--- config.mk ---
export PLATFORM = sky130hd
export DESIGN_NAME = bsmd_cell
export DESIGN_NICKNAME = d
export VERILOG_FILES = /design/src/rtl/core/bsmd_pkg.sv /design/src/rtl/core/bsmd_cell.sv
export SDC_FILE = /design/constraint.sdc
export NUM_CORES = 1
export LEC_CHECK = 0
export ABC_CLOCK_PERIOD_IN_PS = 800
export BUFFER_PORTS_ARGS = -buffer_cell sky130_fd_sc_hd__buf_2
export CAP_MARGIN = 20
export CORE_MARGIN = 3
export CORE_UTILIZATION = 49
export CTS_CLUSTER_SIZE = 20
export DETAILED_ROUTE_END_ITERATION = 10
export HOLD_SLACK_MARGIN = 0.02
export PLACE_DENSITY = 0.78
export SLEW_MARGIN = 20
export SYNTH_ARGS = -nofsm -noshare
export SYNTH_HDL_FRONTEND = slang
export SYNTH_SLANG_ARGS = --single-unit
--- constraint.sdc ---
create_clock -name clk -period 0.8 [get_ports clk]
set_input_delay 0.04 -clock clk [delete_from_list [all_inputs] [get_ports clk]]
set_output_delay 0.04 -clock clk [all_outputs]
set_load 0.01 [all_outputs]
--- src/rtl/core/bsmd_pkg.sv ---
// Shared types and constants for the bisection subdivision matrix decoder.
// No dependencies.
package bsmd_pkg;

	localparam int unsigned IdW  = 25;  // heap id width
	localparam int unsigned OutW = 25;  // output entry width
	localparam int unsigned CntW = 5;   // holds 0..IdW-1 applied splits

	// Control that travels with an item from cell to cell
	typedef struct packed {
		logic            vld;
		logic            started;  // leading one already seen
		logic [CntW-1:0] cnt;      // splits applied so far
	} bsmd_ctl_t;

endpackage

--- src/rtl/core/bsmd_cell.sv ---
// One cell of the decode chain: looks at one heap id bit and applies at most one split.
// Depends on bsmd_pkg.
module bsmd_cell #(
	parameter int unsigned W     = 25,  // entry width, MAX_DEPTH + 1
	parameter int unsigned BIT   = 24,  // heap id bit this cell examines
	parameter int unsigned LIMIT = 24   // most splits an item may take
) (
	input  logic                            clk,
	input  logic                            arst_n,
	input  logic                            en,
	input  bsmd_pkg::bsmd_ctl_t             up_ctl,
	input  logic [bsmd_pkg::IdW-1:0]        up_id,
	input  logic [8:0][W-1:0]               up_mat,
	output bsmd_pkg::bsmd_ctl_t             dn_ctl,
	output logic [bsmd_pkg::IdW-1:0]        dn_id,
	output logic [8:0][W-1:0]               dn_mat
);

	bsmd_pkg::bsmd_ctl_t          ctl_q, ctl_d;
	logic [bsmd_pkg::IdW-1:0]     id_q;
	logic [8:0][W-1:0]            mat_q, mat_d, split;
	logic                         b;
	logic                         apply;

	assign b = up_id[BIT];
	assign apply = up_ctl.started &&
		(up_ctl.cnt < bsmd_pkg::CntW'(LIMIT));

	// S(b) premultiply, column by column
	always_comb begin
		logic [W-1:0] half1;
		for (int j = 0; j < 3; j++) begin
			half1 = up_mat[3 + j] >> 1;
			split[j]     = half1 + (b ? up_mat[6 + j] : '0);
			split[3 + j] = b ? up_mat[j] : up_mat[6 + j];
			split[6 + j] = (b ? '0 : up_mat[j]) + half1;
		end
	end

	always_comb begin
		ctl_d = up_ctl;
		mat_d = up_mat;
		if (apply) begin
			mat_d     = split;
			ctl_d.cnt = up_ctl.cnt + 1'b1;
		end else if (!up_ctl.started && b) begin
			ctl_d.started = 1'b1;
		end
	end

	always_ff @(posedge clk or negedge arst_n) begin
		if (!arst_n) begin
			ctl_q <= '0;
		end else if (en) begin
			ctl_q <= ctl_d;
		end
	end

	always_ff @(posedge clk) begin
		if (en) begin
			id_q  <= up_id;
			mat_q <= mat_d;
		end
	end

	assign dn_ctl = ctl_q;
	assign dn_id  = id_q;
	assign dn_mat = mat_q;

endmodule

==> results of run 1 <==
==> logic make-up after synthesis <==
group | share of synthesized area
and+or+nand+nor | 0.164
AOI/OAI and AO/OA | 0.198
DFF | 0.406
adders and majority gates | 0.102
buffers and inverters | 0.0265
xor gates and xnor gates | 0.0588
muxes | 0.0441
==> repair_timing <==
| action | in CTS |
|---|---|
| hold endpoints to repair | 297 |
| gates cloned | 8 |
| buffers inserted | 63 |
| hold buffers | 245 |
| pin swaps | 180 |
| gates resized for setup | 366 |
| setup endpoints to repair | 408 |
==> routing by layer <==
metal | GRT overflow | track usage
met5 | 5 | 0.486
met4 | 195 | 0.865
met3 | 10 | 0.730
met2 | 229 | 0.985
met1 | 3 | 0.809
==> per-stage QoR <==
| stage | cells | util | TNS (ns) | hold slack (ns) | worst slack, ns |
|---|---|---|---|---|---|
| 3_3_place_gp | 3566 | 0.720 | -280.83 | -0.0468 | -2.12 |
| 4_1_cts | 3930 | 0.869 | -320.89 | -0.0581 | -1.36 |
| 3_5_place_dp | 3566 | 0.720 | -287.28 | -0.0504 | -2.17 |
| 2_1_floorplan | 2019 | - | -210.88 | -0.256 | -2.07 |
==> cell usage after synthesis, types with 18 or more instances <==
cell      instances
and2_1           75
nor3_1           18
inv_1            32
mux2i_1          81
o21ai_0         176
edfxtp_1        250
a21o_1           78
nor2b_1          83
nand2_1         241
a21oi_1         214
nor2_1          140
ha_1            145
xor2_1           56
xnor2_1          71
nand3_1          31
clkbuf_1         86
==> metrics.md, run 1 <==
| Metric | Value |
|---|---|
| Initial Utilization | 0.500 |
| Die Wd | 202 microns |
| WEP type | register data pin |
| Top cells by area, synth | edfxtp_1, ha_1, a21oi_1, nand2_1, o21ai_0 |
| Error | [ERROR GRT-0232] Routing congestion too high. Check the congestion heatmap in the GUI. |
| Seq/Total Area, Yosys | 0.406 |
| PortBufs | 516 |
| Post-DP Area | between 0.02 and 0.03 sq mm |
| Synth Flop Type | edfxtp_1 |
| Stopped at | global routing (5_1_grt) |
| Post-synth ARST share | 0.0272 |
| Netlist cell types | between 70 and 80 |
| Mapped Nets | 2430 |
| Hpwl dp | 58.1 mm |
| GRT Util Overall | 0.840 |
| Root Driver | clkbuf_16 |
| Status | aborted with a tool error |
| Largest net degree at the start of global routing | 49 |
| Post-synth top area share | 0.397 |
| Cell area after synthesis | 0.0189 sq mm |
| Rows | a little over 70 |
| Yosys warnings | 0 |
| Bufs on Longest Clock Path | 3 |
| Synth Instances | 2019 |
| GP Congestion | 1.07 |
| Yosys top cell by area | edfxtp_1 |
| Die Ht | 202 microns |
| Worst_ep grt | dn_mat[24]$_DFFE_PP_/D |
| Post-synth EDFFs | 250 |
| IO Count | 517 |
| Cts bufs inserted | 28 |
| Avg Synthesized Cell Area | 9.37 sq um |
| H-tree Lvls | 1 |
| Remaining Overflow, GRT | 442 |
| Synth Register Bits | 257 |
| # clock sinks | 257 |
==> run 2, diff against run 1 <==
==> config.mk (replaced) <==
export PLATFORM = sky130hd
export DESIGN_NAME = bsmd_cell
export DESIGN_NICKNAME = d
export VERILOG_FILES = /design/src/rtl/core/bsmd_pkg.sv /design/src/rtl/core/bsmd_cell.sv
export SDC_FILE = /design/constraint.sdc
export NUM_CORES = 1
export LEC_CHECK = 0
export ABC_CLOCK_PERIOD_IN_PS = 1000
export BUFFER_PORTS_ARGS = -buffer_cell sky130_fd_sc_hd__buf_2
export CAP_MARGIN = 20
export CORE_MARGIN = 3
export CORE_UTILIZATION = 40
export DETAILED_ROUTE_END_ITERATION = 10
export PLACE_DENSITY_LB_ADDON = 0.15
export SLEW_MARGIN = 20
export SYNTH_ARGS = -nofsm -noshare
export SYNTH_HDL_FRONTEND = slang
export SYNTH_SLANG_ARGS = --single-unit
==> constraint.sdc (replaced) <==
create_clock -name clk -period 1 [get_ports clk]
set_input_delay 0.05 -clock clk [delete_from_list [all_inputs] [get_ports clk]]
set_output_delay 0.05 -clock clk [all_outputs]
set_load 0.01 [all_outputs]
==> run 2 against run 1 <==
Synthesized area unchanged. The flow now finishes, with violations (hold timing, setup timing). Synthesized cell count unchanged.
==> metrics.md, run 2 <==
| Metric | Value |
|---|---|
| Residual DRC | 0 |
| Post-synth EDFFs | 250 (unchanged) |
| Top-count cell post-synth | edfxtp_1 |
| Hold/Removal Path Class | input port to flip-flop |
| Max stage delay cell, worst path | fa_2 |
| Startpoint class of the critical path | input port |
| Kind of critical path | input port to flip-flop |
| 1st-iter DRT viols | about 1.7k |
| Hold Crit Depth | 3 |
| VDD IR max | 0.00115 V |
| Yosys top cell by area | edfxtp_1 |
| Top post-synthesis cells by count | edfxtp_1, nand2_1, a21oi_1 |
| Crit path from | up_id[24] |
| Worst-path maximum fanout | 7 |
| GP Congestion | 0.957 (-10%) |
| Wire per inst | 21.1 microns |
| Share of layout cells above drive strength 1 | 0.511 |
| Die Ht | 223 microns (+10%) |
| Via density | 5.44 |
| P_leak | 16.2 nW |
| Max-slew violation count | 0 |
| Die Wd | 223 microns (+10%) |
| Bufs on Longest Clock Path | 3 (unchanged) |
| Worst Path Arrival | 2.73 ns |
| Largest net degree at the start of global routing | 70 |
| Pwr dens | 1210 mW/mm^2 |
| Hold_buf cts | 246 (+0.41%) |
| Synth Flop Type | edfxtp_1 |
| Non-Filler Instances | between 4k and 5k |
| Max-slew headroom | 0.652 |
| Final nets | 3877 |
| Violated checks | hold timing, setup timing |
| Crit end category | flip-flop |
| Clock Pin Slew Worst Setup and Hold Paths | roughly 0.06 ns |
| Wirelength, routed | 86.7 mm |
| Seq/Total Area, Yosys | 0.406 (unchanged) |
| IO Count | 517 (unchanged) |
| Setup Skew | 0 ns |
| Post-DP Area | 0.0272 sq mm (-0.18%) |
| Initial antenna violation count | 7 |
| # clock sinks | 257 (unchanged) |
| Synth Register Bits | 257 (unchanged) |
| Synth Instances | 2019 (unchanged) |
| H-tree Lvls | 1 (unchanged) |
| Setup_tns | -167.61 ns |
| Placed Cells | 3650 (+2.4%) |
| Remaining Overflow, GRT | 0 |
| WP buf/inv | 5 |
| Leading cell type in the layout, fill and taps excluded | buf_4 |
| Post-DRT Antenna Nets | 0 |
| Commonest non-fill, non-tap cells in the layout | buf_4, buf_2, edfxtp_1 |
| Min Tclk post-route | 2.40 ns |
| Crit path cell chain | clkbuf_16 -> buf_4 -> buf_12 -> buf_16 -> and2_4 -> buf_6 -> fa_2 -> a21o_1 -> a31o_4 -> nand4b_1 -> nand3b_1 -> a21o_1 -> a31oi_1 -> xor2_1 -> o21ai_1 |
| Hold WS | -0.0819 ns |
| Pre-CTS WS | -2.01 ns (+0.163 ns) |
| Worst EP required | roughly 1.3 ns |
| Rows | 79 (+11%) |
| RSZ-0062 raised after global routing | yes |
| Netlist cell types | 77 (unchanged) |
| Top cells by area, synth | edfxtp_1, ha_1, a21oi_1, nand2_1, o21ai_0 |
| Avg Synthesized Cell Area | 9.37 sq um (unchanged) |
| CP peak stage delay | 0.33 ns |
| Yosys warnings | 0 (unchanged) |
| Post-synth ARST share | 0.0272 (unchanged) |
| CP most frequent cell | a21o_1 |
| Post-synth top area share | 0.397 (unchanged) |
| Delay-heaviest family, CP | compound AO/OA/AOI/OAI gates |
| Crit path to | dn_mat[43] |
| Worst-Skew Late Latency | between 0.5 and 0.6 ns |
| Initial Utilization | 0.405 (-0.0944) |
| Number of global-route vias before repair | 22.8k |
| Final WS setup | -1.40 ns |
| FF-to-FF path depth | 1 |
| CP Depth | 15 |
| Maxcap violations | 0 |
| Final non-filler cell area | 0.0354 sq mm |
| Fmax | around 0.42 GHz |
| Flip-flop count of the largest register after layout | between 200 and 250 |
| Total number of vias | 22.3k |
| Root Driver | clkbuf_16 |
| TritonCTS clock tree | yes |
| Layout area overhead | 87.2% |
| Cts bufs inserted | 31 (+11%) |
| Hpwl dp | 58.3 mm (+0.23%) |
| Final hold violation count | 4 |
| Core Footprint | 0.0467 sq mm |
| Reg2Reg Launch Point | dn_ctl[6] |
| Worst-Margin Slew | 0.509 ns |
| Die Area | ~0.050 sq mm |
| Fill count | 3102 |
| Status | finished, violations left |
| Mapped Nets | 2430 (unchanged) |
| First-pass GRT wire length | 126 mm |
| Cell area after synthesis | 0.0189 sq mm (unchanged) |
| Final Cycle Share | 2.40 |
| Reg2reg setup slack | 0.25 ns |
| PortBufs | 516 (unchanged) |
| GRT Util Overall | 0.320 |
| Setup violators final | 400 |
| Reg2reg end | dn_ctl[6] |
| TritonRoute pass-1 iters | 8 |
==> run 2: timing repair <==
action / in CTS / in global routing
hold endpoints to repair: 318 / 3
gates resized for setup: 503 / 227
pin swaps: 302 / 236
setup buffers: 117 / 71
cloned: 8 / 0
endpoints found under the setup margin: 402 / 396
==> run 2: report_power, final <==
group	total, mW	switching [mW]	leakage [nW]	internal, mW
Clock	12.2	4.92	0.531	7.23
Combinational	17.0	8.48	13.1	8.55
Sequential	13.7	0.461	2.52	13.3
==> run 2: area by class of cell <==
cell class / instances / area (sq um) / area share
diodes: 6 / 15.0 / 0.000424
clock buffers: 32 / 779 / 0.0220
clock inverters: 24 / 299 / 0.00845
inverters: 32 / 120 / 0.00339
multi-input cells: 1629 / 14100 / 0.397
flip-flops and latches: 257 / 7680 / 0.217
well taps: 607 / 759 / 0.0215
repair buffers: 1515 / 11700 / 0.330
==> run 2: how the worst min path moves through the flow <==
stage / slack [ns] / to / from
5_1_grt: -0.10 / dn_mat[101] / up_mat[101]
3_5_place_dp: -0.09 / dn_ctl[2] / arst_n
3_3_place_gp: -0.09 / dn_ctl[5] / arst_n
4_1_cts: -0.11 / dn_mat[101] / up_mat[101]
6_report: -0.08 / dn_mat[101] / up_mat[101]
2_1_floorplan: -0.25 / dn_ctl[0] / arst_n
==> run 2: logic make-up (layout without fill, tap and decap cells) <==
kind of cell,count (synthesis),in the layout,synth area share
AOI/OAI and AO/OA,615,615,0.198
muxes,83,83,0.0441
DFF,257,257,0.406
xor gates and xnor gates,127,127,0.0588
buffers and inverters,133,1603,0.0265
other,0,6,0
and+or+nand+nor,653,653,0.164
adders and majority gates,151,151,0.102
==> run 2: per-layer routing <==
metal  up-vias  GRT usage  wire length (microns)
li1      10300          -                      -
met1     10800      0.399                  33900
met2      1007      0.560                  42900
met3       232     0.0529                   6440
met4         2      0.113                   3490
met5         -          0                     13
==> run 2: metrics by stage <==
step	total power, mW	util
after CTS	41.4	0.727
after detailed placement	26.3	0.583
after global placement	26.2	0.583
after global routing	44.6	0.759
final	42.9	0.759
after floorplan	19.9	-
No activity file was read; power rests on OpenSTA's default activity.
